`src/rtl/sctlb_pkg.sv`:
```
`timescale 1ns / 1ps
package sctlb_pkg;
   localparam int TLB_ENTRIES_DEF = 32;
   localparam int NREGS = 32;
   localparam int IDX_W = 5;

   typedef enum logic [2:0] {
      OP_MF = 3'd0, OP_MT = 3'd1, OP_TLBR = 3'd2, OP_TLB_WRITE = 3'd3,
      OP_TLBP = 3'd4, OP_ERET = 3'd5, OP_RSV6 = 3'd6, OP_RSV7 = 3'd7
   } op_type;

   typedef enum logic [1:0] {
      ST_IDLE, ST_SCAN, ST_DONE
   } state_type;

   localparam logic [4:0] R_INDEX = 5'd0, R_LO0 = 5'd2, R_LO1 = 5'd3,
      R_CONTEXT = 5'd4, R_PMASK = 5'd5, R_WIRED = 5'd6, R_COUNT = 5'd9, R_HI = 5'd10,
      R_COMPARE = 5'd11, R_STATUS = 5'd12, R_CAUSE = 5'd13, R_EPC = 5'd14,
      R_CONFIG = 5'd16, R_WATCHLO = 5'd18, R_WATCHHI = 5'd19, R_TAGLO = 5'd28,
      R_TAGHI = 5'd29, R_ERREPC = 5'd30;

   typedef struct packed {
      logic [11:0] mask;
      logic [18:0] vpn2;
      logic [7:0]  asid;
      logic        g;
   } tag_type;

   typedef struct packed {
      logic [18:0] hvpn;
      logic [7:0]  hasid;
   } probe_type;

   function automatic logic [28:0] pack_page(input logic [31:0] lo);
      return {lo[29:6], lo[5:3], lo[2], lo[1]};
   endfunction

   function automatic logic [31:0] unpack_page(input logic [28:0] pg, input logic g);
      return {2'b00, pg[28:5], pg[4:2], pg[1], pg[0], g};
   endfunction

   function automatic logic tag_match(input tag_type t, input probe_type p);
      logic [18:0] keep;
      keep = ~{7'd0, t.mask};
      return ((t.vpn2 & keep) == (p.hvpn & keep)) && (t.g || t.asid == p.hasid);
   endfunction
endpackage

```
`src/rtl/sctlb_cell.sv`:
```
`timescale 1ns / 1ps
// One TLB entry; shifts a probe token and a running hit toward higher entries.
module sctlb_cell #(
   parameter int IDX = 0,
   parameter int AW = 5
) (
   input  logic                clock,
   input  logic                reset,
   input  logic                wr_en,
   input  sctlb_pkg::tag_type  wr_tag,
   input  logic [28:0]         wr_even,
   input  logic [28:0]         wr_odd,
   input  sctlb_pkg::probe_type probe,
   input  logic                tok_i,
   input  logic                hit_i,
   input  logic [AW-1:0]       hidx_i,
   output logic                tok_o,
   output logic                hit_o,
   output logic [AW-1:0]       hidx_o,
   output sctlb_pkg::tag_type  tag_o,
   output logic [28:0]         even_o,
   output logic [28:0]         odd_o
);
   import sctlb_pkg::*;
   tag_type     tag_ff;
   logic [28:0] even_ff, odd_ff;
   logic        tok_ff, hit_ff;
   logic [AW-1:0] hidx_ff;
   logic        m;

   assign m = tag_match(tag_ff, probe);

   always_ff @(posedge clock) begin
      if (reset) begin
         tag_ff <= '0; even_ff <= '0; odd_ff <= '0;
         tok_ff <= 1'b0; hit_ff <= 1'b0;
      end else begin
         if (wr_en) begin
            tag_ff <= wr_tag; even_ff <= wr_even; odd_ff <= wr_odd;
         end
         tok_ff <= tok_i;
         hit_ff <= hit_i | (tok_i & m);
      end
      hidx_ff <= hit_i ? hidx_i : AW'(IDX);
   end

   assign tok_o = tok_ff;
   assign hit_o = hit_ff;
   assign hidx_o = hidx_ff;
   assign tag_o = tag_ff;
   assign even_o = even_ff;
   assign odd_o = odd_ff;
endmodule

```
`config.mk`:
```
export PLATFORM = sky130hd
export DESIGN_NAME = sctlb_cell
export DESIGN_NICKNAME = d
export VERILOG_FILES = /design/src/rtl/sctlb_pkg.sv /design/src/rtl/sctlb_cell.sv
export SDC_FILE = /design/constraint.sdc
export NUM_CORES = 1
export LEC_CHECK = 0
export ABC_AREA = 1
export BUFFER_PORTS_ARGS = -buffer_cell sky130_fd_sc_hd__buf_2
export CAP_MARGIN = 0
export CORE_ASPECT_RATIO = 0.7
export CORE_MARGIN = 2
export CORE_UTILIZATION = 44
export DETAILED_ROUTE_END_ITERATION = 10
export PLACE_DENSITY = 0.76
export SLEW_MARGIN = 10
export SYNTH_ARGS = -nofsm -noshare
export SYNTH_HDL_FRONTEND = slang
export SYNTH_SLANG_ARGS = --single-unit
```
`constraint.sdc`:
```
create_clock -name clock -period 1.4 [get_ports clock]
set_clock_uncertainty 0.1 [all_clocks]
set_input_delay 0.14 -clock clock [delete_from_list [all_inputs] [get_ports clock]]
set_output_delay 0.14 -clock clock [all_outputs]
set_load 0.05 [all_outputs]
```
-- After elaboration in Yosys (flattened, before gate mapping)
Cells that the tools add are included.
- word-level logic and storage cells: 18
- bits in writable memories: 0
- flip-flop bits (word level): 105
- memories kept: 0
- bits in latches: 0
- memory bits (read-only): 0
- muxes and demuxes: 0
- $mul: 0
- equal/unequal tests: 2
- bitwise logic cells: 5
- shift-type cells: 0
- $lt $le $gt $ge: 0
- reductions and logical operators: 2
- div/mod/pow operators: 0
- add/subtract/negate cells: 0
- operators with widths (cell ; number):
    19-bit AND ; 2
    19-bit equality test ; 1
    12-bit inverter with 19-bit output ; 1
    8-bit equality test ; 1
    1-bit AND ; 1
    1-bit logical AND ; 1
    1-bit logical OR ; 1
    1-bit bitwise OR ; 1

-- Logic depth before layout (Yosys ltp)
Gate-level depths: netlist of run 1.
- word-level depth: 6
- gate-level depth with buffers: 10
- mapped depth without buffers: 10

-- Worst setup path before layout of run 1
Ideal clock, no wire load.
- path kind: register to register
- from: register tag_ff, in the netlist tag_o[37]
- to: register hit_ff, in the netlist hit_o
- library setup time: 0.066 ns
- path slack: -0.048 ns
- clock period less this slack: 1.448 ns
- cell stages (with the launch flop): 9
- arrival: 1.282 ns
- cell sequence: dfxtp_1 inv_1 nand2_1 nor2_1 nor2_1 nand2_1 nor2_1 nand3_2 a21oi_2
- cells in the longest elaborated chain, start to end: 6
- RTL lines (item ; RTL line ; source):
    start: declaration ; sctlb_cell.sv:25 ; tag_type tag_ff;
    start signal: assignment ; sctlb_cell.sv:39 ; tag_ff <= wr_tag; even_ff <= wr_even; odd_ff <= wr_odd;
    12-bit inverter with 19-bit output (*) ; sctlb_pkg.sv:44 ; keep = ~{7'd0, t.mask};
    19-bit AND ; sctlb_pkg.sv:45 ; return ((t.vpn2 & keep) == (p.hvpn & keep)) && (t.g || t.asid == p.hasid);
    19-bit equality test (*) ; sctlb_pkg.sv:45 ;
    1-bit logical AND (*) ; sctlb_pkg.sv:45 ;
    1-bit AND (*) ; sctlb_cell.sv:42 ; hit_ff <= hit_i | (tok_i & m);
    1-bit bitwise OR (*) ; sctlb_cell.sv:42 ;
    end signal: assignment ; sctlb_cell.sv:42 ;
    end: declaration ; sctlb_cell.sv:27 ; logic tok_ff, hit_ff;
Every way passes the cells marked *; elsewhere a longest branch is shown, timed or not.
A chain may end at the register's enable or synchronous reset.

-- Worst setup path in the final report of run 1
- from: input port hidx_i[4]
- to: register hidx_ff[4], in the netlist hidx_o[4]
- RTL lines (item ; RTL line ; source):
    start: declaration ; sctlb_cell.sv:16 ; input logic [AW-1:0] hidx_i,
    end signal: assignment ; sctlb_cell.sv:44 ; hidx_ff <= hit_i ? hidx_i : AW'(IDX);
    end: declaration ; sctlb_cell.sv:28 ; logic [AW-1:0] hidx_ff;
No word-level cell between the ends.

==> results of run 1 <==
## metal layers
layer | vias up | wire [microns] | global-route usage
li1 | 2385 | - | -
met1 | 2255 | 5600 | 0.290
met2 | 213 | 7830 | 0.536
met3 | 41 | 1060 | 0.0824
met4 | 0 | 455 | 0.122
met5 | - | 0 | 0
## critical path, stage by stage
cell           delay, ns
dlygate4sd3_1       0.53
buf_2               0.12
nand2_1             0.07
dlygate4sd3_1       0.56
inv_1               0.05
## power by group through the flow
| stage | clock (uW) | combinational [uW] | sequential (uW) |
|---|---|---|---|
| after floorplan | 0 | 460 | 3940 |
| after global placement | 0 | 1540 | 3320 |
| after detailed placement | 0 | 1560 | 3330 |
| after CTS | 2390 | 1790 | 3270 |
| after global routing | 2520 | 1930 | 3290 |
| final | 2330 | 1820 | 3270 |
## state kept, by name, summed over array words and instances, names as in the netlist
signal	count
even_o	29
hit_o	1
tok_o	1
odd_o	29
hidx_o	5
tag_o	40
## layout by cell type (no fill, tap or decap)
master,Yosys,final
a211oi_1,5,5
a211oi_2,20,20
a21oi_1,73,73
a21oi_2,1,1
buf_12,0,5
buf_2,20,238
buf_4,0,2
clkbuf_1,9,1
clkbuf_16,0,9
clkinv_2,0,2
clkinv_4,0,1
clkinvlp_4,0,2
dfxtp_1,105,90
dfxtp_2,0,15
diode_2,0,2
dlygate4sd3_1,0,105
inv_1,42,42
inv_2,6,5
inv_4,0,1
inv_6,0,1
nand2_1,200,200
nand2_2,2,2
nand3_1,9,9
nand3_2,1,1
nand4_1,2,2
nor2_1,40,40
nor2_2,3,3
xnor2_1,9,9
## kinds of logic (layout without fill, tap and decap cells)
group,count (synthesis),count (layout)
compound gates,99,99
xor+xnor,9,9
buf+inv,80,414
flops,105,105
other cells,0,2
simple gates,257,257
## stage by stage
stage	utilization	std cells	hold slack, ns	setup WS (ns)	cell area [sq um]
after floorplan	-	550	0.133	0.00336	4210
after global placement	0.602	887	0.225	0.194	5510
after detailed placement	0.602	887	0.231	0.169	5510
after CTS	0.747	1008	0.00310	0.126	6830
after global routing	0.747	1008	0.00326	0.0358	6830
final	0.747	1010	0.0160	0.0533	6830
## timing repair
item                      4_1_cts  5_1_grt
hold endpoints to repair      100        0
hold buffers                  105        0
buffers inserted                0        0
## area by class of cell
| class | instances | area [sq um] |
|---|---|---|
| antenna | 2 | 5.00 |
| clock buffer | 10 | 229 |
| clock inverter | 6 | 42.5 |
| fill | 648 | 2310 |
| inverter | 48 | 183 |
| multi-input combinational | 365 | 1740 |
| sequential | 105 | 2120 |
| tap | 124 | 155 |
| timing repair buffer | 350 | 2360 |
## final timing paths
kind | startpoint | to | slack (ns) | cells after the start
max | hidx_i[4] | hidx_o[4]$_SDFF_PN0_ | 0.05 | 5
min | wr_tag[11] | tag_o[11]$_SDFFE_PP0P_ | 0.02 | 3
max reg2reg | tag_o[7]$_SDFFE_PP0P_ | hit_o$_SDFF_PP0_ | 0.16 | 7
min reg2reg | even_o[15]$_SDFFE_PP0P_ | even_o[15]$_SDFFE_PP0P_ | 0.36 | 2
==> metrics.md, run 1 <==
| Metric | Value |
|---|---|
| Status | `finished, final reports clean` |
| Setup crit start kind | `primary input` |
| Drt first pass iters | `6` |
| P&R area growth vs syn | `63.0%` |
| Layout cells sized above 1 | `0.348` |
| # setup viols final | `0` |
| Max frequency | `approximately 740 MHz` |
| Global placement routability congestion | `about 0.86` |
| Worst setup EP type | `flop` |
| Max Slew Vio Count | `0` |
| H-tree lvl count | `3` |
| Die X | `about 120 microns` |
| Worst path required time | `~1.5 ns` |
| Vias/cell | `between 4 and 5` |
| Ports | `between 200 and 250` |
| Net Sw Frac | `0.322` |
| Crit path time final | `around 1.3 ns` |
| PostCTS Resize Cnt | `0` |
| Syn_area_per_cell | `between 7 and 8 sq um` |
| Max clock buf depth | `2` |
| Post-synthesis mux area share | `0` |
| Pleak | `around 0.0034 uW` |
| Cell-internal power | `slightly above 5000 uW` |
| Residual DRC | `0` |
| Psw | `approximately 2400 uW` |
| Number of flops mapped to enable cells by yosys | `0` |
| Remaining global-route overflow | `0` |
| RSZ-0062 raised after global routing | `no` |
| Worst-path clk slew | `around 0.07 ns` |
| CP arrival | `1.48 ns` |
| Clock Sinks | `approximately 110` |
| Detailed Route Iter0 Violations | `~180` |
| Gate power share | `0.245` |
| Max FO, Critical Path | `1` |
| Fin nets | `1014` |
| Post-Synth Adder-Cell Area | `0` |
| Sequential power share | `0.441` |
| IR drop worst, VDD | `between 0.0008 and 0.0009 V` |
| Actual slew at the worst max-slew pin | `a little over 0.3 ns` |
| Port Buf Inserts | `roughly 240` |
| All-Layer GR Usage | `0.283` |
| Routed len/inst | `14.8 microns` |
| Largest family of logic cells by synthesized area | `simple AND/OR/NAND/NOR gates` |
| Unique masters post-synth | `19` |
| First-pass GRT wire length | `23.1 mm` |
| Num CTS Buffers | `9` |
| Initial antenna violation count | `0` |
| Die ar. | `10300 sq um` |
| Syn Inst Count | `550` |
| HP Class | `primary input to flop` |
| Most numerous cell in the Yosys netlist | `nand2_1` |
| Hpwl dp | `slightly below 9 mm` |
| Core ar. | `approximately 9000 sq um` |
| Top cells by count, synth | `nand2_1, dfxtp_1, a21oi_1, inv_1, nor2_1` |
| Synth top area cells | `dfxtp_1, nand2_1, a21oi_1, a211oi_2, inv_1` |
| Syn nets | `between 600 and 700` |
| Chip Height | `85.7 microns` |
| Total of max-cap violations | `0` |
| Post-synth top area share | `0.501` |
| Ys flop type | `dfxtp_1` |
| Initial Util | `0.459` |
| Clock latency on the worst-skew pair | `roughly 0.34 ns` |
| Routed Antenna Nets | `0` |
| Critical path type | `primary input to flop` |
| Part of the cycle the worst path needs | `0.962` |
| Largest net degree at the start of global routing | `74` |
| Root Driver | `clkbuf_16` |
| Simple-Gate Fraction of Synth Area | `0.238` |
| #FFs+latches synth | `roughly 110` |
| Leading area contributor after synthesis | `dfxtp_1` |
| CTS tree | `done` |
| Via total after detailed routing | `4894` |
| Final hold vios | `0` |
| Post-Synth XOR/XNOR Area | `0.0188` |
| Max-Slew Margin vs Limit | `0.795` |
| Vias in the first global route | `~5000` |
| Synth Warn # | `0` |
| Synth Area in Compound Gates | `0.158` |
| Setup TNS | `0 ns` |
| Detailed Route WL | `14.9 mm` |
| Site Rows | `29` |
| Total power | `roughly 7400 uW` |
| Power share of the clock group | `0.314` |
| Synthesized area | `between 4000 and 5000 sq um` |
| Post-synthesis sequential area ratio | `0.501` |
| Synth async-reset ratio | `0` |
| Pwr dens | `between 1000 and 1500 nW/um^2` |
(Power assumes the default switching activity.)
==> inputs of run 2 (changes only) <==
--- a/config.mk
+++ b/config.mk
@@ -9,7 +9,6 @@
 export BUFFER_PORTS_ARGS = -buffer_cell sky130_fd_sc_hd__buf_2
 export CAP_MARGIN = 0
 export CORE_ASPECT_RATIO = 0.7
-export CORE_MARGIN = 2
 export CORE_UTILIZATION = 44
 export DETAILED_ROUTE_END_ITERATION = 10
 export PLACE_DENSITY = 0.76
==> constraint.sdc (replaced) <==
create_clock -name clock -period 1.4 [get_ports clock]
set_clock_uncertainty 0.1 [all_clocks]
set_input_delay 0 -clock clock [delete_from_list [all_inputs] [get_ports clock]]
set_output_delay 0 -clock clock [all_outputs]
set_load 0.05 [all_outputs]
==> metrics.md, run 2 (synthesis results as in run 1) <==
| Metric | Value |
|---|---|
| Vias in the first global route | `5174 (+6.3%)` |
| N_diodes | `0 (-2)` |
| Die ar. | `9930 sq um (-4.0%)` |
| Hpwl dp | `8.72 mm (-1.7%)` |
| Area after DPL | `5520 sq um (+0.27%)` |
| Max FO, Critical Path | `2 (+1)` |
| Pwr dens | `1080 nW/um^2 (-0.15%)` |
| Die X | `119 microns (-1.7%)` |
| Root Driver | `clkbuf_16` |
| Chip Height | `83.7 microns (-2.3%)` |
| Status | `finished, final reports clean` |
| Min-delay src | `wr_en` |
| Drt first pass iters | `4 (-2)` |
| Max Slew Vio Count | `0 (unchanged)` |
| Post-Layout Cell Count | `1034 (+2.4%)` |
| Num CTS Buffers | `9 (unchanged)` |
| Port Buf Inserts | `239 (unchanged)` |
| P&R area growth vs syn | `69.6%` |
| Largest net degree at the start of global routing | `51 (-31%)` |
| Worst Hold Depth | `4 (+1)` |
| Clock latency on the worst-skew pair | `0.34 ns (about the same)` |
| Worst setup margin | `0.0817 ns (+0.0284 ns)` |
| Most frequent cells in the layout | `buf_2, nand2_1, dlygate4sd3_1` |
| Worst path required time | `1.58 ns (+0.05 ns)` |
| Vias/cell | `4.93 (+1.7%)` |
| CP arrival | `1.50 ns (+0.02 ns)` |
| Part of the cycle the worst path needs | `0.942 (-0.0203)` |
| Site Rows | `29 (unchanged)` |
| Critical path type | `flop to flop` |
| # setup viols final | `0 (unchanged)` |
| Max clock buf depth | `2 (unchanged)` |
| CTS tree | `done` |
| Actual slew at the worst max-slew pin | `0.429 ns (+0.122 ns)` |
| Final hold vios | `0 (unchanged)` |
| Setup crit start kind | `flop` |
| Fin nets | `1040 (+2.6%)` |
| Layout cells sized above 1 | `0.340 (-0.00886)` |
| Worst-path clk slew | `0.07 ns (about the same)` |
| Worst setup EP type | `flop` |
| Core ar. | `9140 sq um (unchanged)` |
| Remaining global-route overflow | `0 (unchanged)` |
| Largest register FFs | `40 (unchanged)` |
| Hold endpoint | `even_o[22]$_SDFFE_PP0P_` |
| Max frequency | `759 MHz (+2.2%)` |
| Global placement routability congestion | `0.850 (-1.4%)` |
| Detailed Route WL | `15.5 mm (+3.8%)` |
| H-tree lvl count | `3 (unchanged)` |
| Routed Antenna Nets | `0 (unchanged)` |
| Utilization after layout | `0.778 (+0.0302)` |
| Commonest non-fill, non-tap cell in the layout | `buf_2` |
| Setup TNS | `0 ns (unchanged)` |
| R2r setup slk | `0.08 ns (-0.08 ns)` |
| Pre-CTS setup slack | `0.178 ns (+0.00867 ns)` |
| Final instance area | `7110 sq um (+4.0%)` |
| Placed cells | `889 (+0.23%)` |
| Residual DRC | `0 (unchanged)` |
| Initial antenna violation count | `0 (unchanged)` |
| First-pass GRT wire length | `24.9 mm (+7.7%)` |
| Via total after detailed routing | `5094 (+4.1%)` |
| Routed len/inst | `15.0 microns (+1.4%)` |
| HP Class | `primary input to flop` |
| IR drop worst, VDD | `0.000887 V (about the same)` |
| PostCTS Resize Cnt | `0 (unchanged)` |
| Worst R2R Start | `even_o[7]$_SDFFE_PP0P_` |
| Max-Slew Margin vs Limit | `0.714 (-0.0816)` |
| Crit path time final | `1.32 ns (-0.0284 ns)` |
| All-Layer GR Usage | `0.315 (+0.0324)` |
| Detailed Route Iter0 Violations | `272 (+55%)` |
| Worst reg-to-reg path cell count | `3 (-4)` |
| Clock Sinks | `105 (unchanged)` |
| Initial Util | `0.459 (unchanged)` |
| FF-to-FF End | `even_o[7]$_SDFFE_PP0P_` |
| RSZ-0062 raised after global routing | `no` |
| Total of max-cap violations | `0 (unchanged)` |
| Ports | `240 (unchanged)` |
| Pleak | `0.00353 uW (+4.8%)` |
[run 2: through the flow]
stage / power (uW) / hold WS (ns)
6_report: 7710 / 0.0461
3_3_place_gp: 4860 / 0.0886
2_1_floorplan: 4400 / -0.00655
3_5_place_dp: 4890 / 0.0895
5_1_grt: 8010 / 0.0582
4_1_cts: 7690 / 0.00376
[run 2: worst max-delay path, cell delays in order, from the launching register on]
cell and delay, ns:
dfxtp_1 0.35, nand2_1 0.07, a21oi_1 0.18, dlygate4sd3_1 0.57
[run 2: layer usage]
layer  wire, microns  GRT usage  up-vias
li1                -          -     2439
met1            5890      0.333     2333
met2            7880      0.586      269
met3            1190     0.0827       53
met4             550      0.140        0
met5               0          0        -
[run 2: how the worst max path moves through the flow]
stage | to | from
after floorplan | hit_o$_SDFF_PP0_ | tag_o[27]$_SDFFE_PP0P_
after global placement | hit_o$_SDFF_PP0_ | tag_o[22]$_SDFFE_PP0P_
after detailed placement | hit_o$_SDFF_PP0_ | tag_o[21]$_SDFFE_PP0P_
after CTS | hit_o$_SDFF_PP0_ | tag_o[21]$_SDFFE_PP0P_
after global routing | even_o[14]$_SDFFE_PP0P_ | even_o[14]$_SDFFE_PP0P_
final | even_o[7]$_SDFFE_PP0P_ | even_o[7]$_SDFFE_PP0P_
[run 2: where the power goes]
part           switching (uW)  internal, uW
registers                 109          3170
logic                    1190           698
clock network            1110          1440
[run 2: timing repair]
action                                 in CTS  in global routing
endpoints found under the hold margin     105                  0
hold buffers                              129                  0
buffers inserted                            0                  0
[run 2: area by class of cell]
type                    count  area [sq um]
flip-flops and latches    105          2120
repair buffers            376          2610
well taps                 124           155
fillers                   585          2030
clock buffers              12           246
multi-input cells         365          1740
clock inverters             4          51.3
inverters                  48           183
==> inputs of run 3 (changes only) <==
--- a/config.mk
+++ b/config.mk
@@ -9,6 +9,7 @@
 export BUFFER_PORTS_ARGS = -buffer_cell sky130_fd_sc_hd__buf_2
 export CAP_MARGIN = 0
 export CORE_ASPECT_RATIO = 0.7
+export CORE_MARGIN = 2
 export CORE_UTILIZATION = 44
 export DETAILED_ROUTE_END_ITERATION = 10
 export PLACE_DENSITY = 0.76
==> metrics.md, run 3 (synthesis results as in run 1) <==
| Metric | Value |
|---|---|
| Status | `finished, final reports clean` |
| P&R area growth vs syn | `64.0%` |
| Part of the cycle the worst path needs | `0.931 (-0.0102)` |
| CP startpoint | `hit_i` |
| Worst-path clk slew | `0.07 ns (about the same)` |
| IR drop worst, VDD | `0.00103 V (+16%)` |
| Site Rows | `29 (unchanged)` |
| Remaining global-route overflow | `0 (unchanged)` |
| Global placement routability congestion | `0.887 (+4.4%)` |
| Max frequency | `767 MHz (+1.1%)` |
| PostCTS Resize Cnt | `0 (unchanged)` |
| # setup viols final | `0 (unchanged)` |
| N_diodes | `0 (unchanged)` |
| H-tree lvl count | `3 (unchanged)` |
| Setup crit start kind | `primary input` |
| Drt first pass iters | `5 (+1)` |
| Critical path type | `primary input to flop` |
| Chip Height | `85.7 microns (+2.4%)` |
| Residual DRC | `0 (unchanged)` |
| Total of max-cap violations | `0 (unchanged)` |
| Worst path required time | `1.52 ns (-0.06 ns)` |
| Commonest non-fill, non-tap cell in the layout | `buf_2` |
| Clock Sinks | `105 (unchanged)` |
| First-pass GRT wire length | `23.8 mm (-4.4%)` |
| Die X | `121 microns (+1.7%)` |
| Vias in the first global route | `5024 (-2.9%)` |
| Detailed Route WL | `15.2 mm (-2.3%)` |
| Root Driver | `clkbuf_16` |
| Pwr dens | `1090 nW/um^2 (+0.36%)` |
| Largest net degree at the start of global routing | `76 (+49%)` |
| CP arrival | `1.43 ns (-0.07 ns)` |
| Crit path time final | `1.30 ns (-0.0142 ns)` |
| Initial Util | `0.459 (unchanged)` |
| Routed Antenna Nets | `0 (unchanged)` |
| Detailed Route Iter0 Violations | `226 (-17%)` |
| Max Slew Vio Count | `0 (unchanged)` |
| Actual slew at the worst max-slew pin | `0.402 ns (-0.0276 ns)` |
| CP Cell Sequence | `dlygate4sd3_1, buf_2, nand2_1, dlygate4sd3_1, inv_1` |
| Via total after detailed routing | `4954 (-2.7%)` |
| Worst R2R Start | `tag_o[1]$_SDFFE_PP0P_` |
| Layout cells sized above 1 | `0.346 (+0.00690)` |
| Num CTS Buffers | `9 (unchanged)` |
| Max clock buf depth | `2 (unchanged)` |
| Initial antenna violation count | `0 (unchanged)` |
| Clock latency on the worst-skew pair | `0.33 ns (about the same)` |
| Most frequent cells in the layout | `buf_2, nand2_1, dlygate4sd3_1` |
| Area after DPL | `5490 sq um (-0.50%)` |
| Worst setup EP type | `flop` |
| Fin nets | `1019 (-2.0%)` |
| RSZ-0062 raised after global routing | `no` |
| Final instance area | `6880 sq um (-3.3%)` |
| Die ar. | `10300 sq um (+4.1%)` |
| HP Class | `primary input to flop` |
| Max FO, Critical Path | `6 (+4)` |
| Ports | `240 (unchanged)` |
| Core ar. | `9140 sq um (unchanged)` |
| Largest register FFs | `40 (unchanged)` |
| All-Layer GR Usage | `0.287 (-0.0278)` |
| Pleak | `0.00340 uW (-3.7%)` |
| Min-delay src | `reset` |
| Port Buf Inserts | `239 (unchanged)` |
| Max-Slew Margin vs Limit | `0.732 (+0.0184)` |
| Hpwl dp | `8.83 mm (+1.3%)` |
| Total power | `7490 uW (-2.9%)` |
| Critical path's slowest cell | `dlygate4sd3_1` |
| Postcts setup bufs | `0 (unchanged)` |
| Slowest stage delay, CP | `0.57 ns (about the same)` |
| Setup TNS | `0 ns (unchanged)` |
| CTS tree | `done` |
| Vias/cell | `4.89 (-0.73%)` |
| Most common cell on crit path | `dlygate4sd3_1` |
| Routed len/inst | `15.0 microns (-0.24%)` |
| Final hold vios | `0 (unchanged)` |
==> run 3: layout make-up <==
class / instances / area, sq um
Clock buffer: 12 / 256
Clock inverter: 4 / 27.5
Fill cell: 622 / 2270
Inverter: 48 / 183
Multi-Input combinational cell: 365 / 1740
Sequential cell: 105 / 2120
Tap cell: 124 / 155
Timing Repair Buffer: 355 / 2390
==> run 3: power breakdown <==
group / switching, uW / internal (uW)
sequential: 104 / 3170
combinational: 1180 / 657
clock: 1080 / 1310
==> run 3: path summary, 6_finish.rpt <==
check / to / slack, ns / depth (start not counted)
setup / recovery: hidx_o[3]$_SDFF_PN0_ / 0.1 / 5
hold / removal: even_o[21]$_SDFFE_PP0P_ / 0.05 / 3
setup reg to reg: hit_o$_SDFF_PP0_ / 0.19 / 7
hold reg to reg: even_o[17]$_SDFFE_PP0P_ / 0.36 / 2
==> run 3: through the flow <==
stage | utilization | hold slack (ns) | setup WS (ns) | std cells
floorplan | - | -0.00655 | 0.00336 | 550
global placement | 0.601 | 0.0863 | 0.187 | 887
detailed placement | 0.601 | 0.0934 | 0.172 | 887
CTS | 0.752 | 0.0285 | 0.156 | 1013
global route | 0.752 | 0.0413 | 0.0479 | 1013
finish | 0.752 | 0.0457 | 0.0959 | 1013
==> run 3: what timing repair did <==
item                                    CTS  global route
endpoints found under the hold margin   105             0
hold buffers                            110             0
endpoints found under the setup margin    0             0
==> run 3: critical path: cells and delay by family <==
kind          cells  cell delay (ns)
simple gates      1             0.09
buf+inv           4             1.34
==> run 3: routing by layer <==
metal  GRT usage  share of wire  vias up
met5           0              0        -
li1            -              -     2391
met4       0.110          0.034        0
met2       0.545           0.51      274
met1       0.295           0.37     2239
met3      0.0924          0.092       50
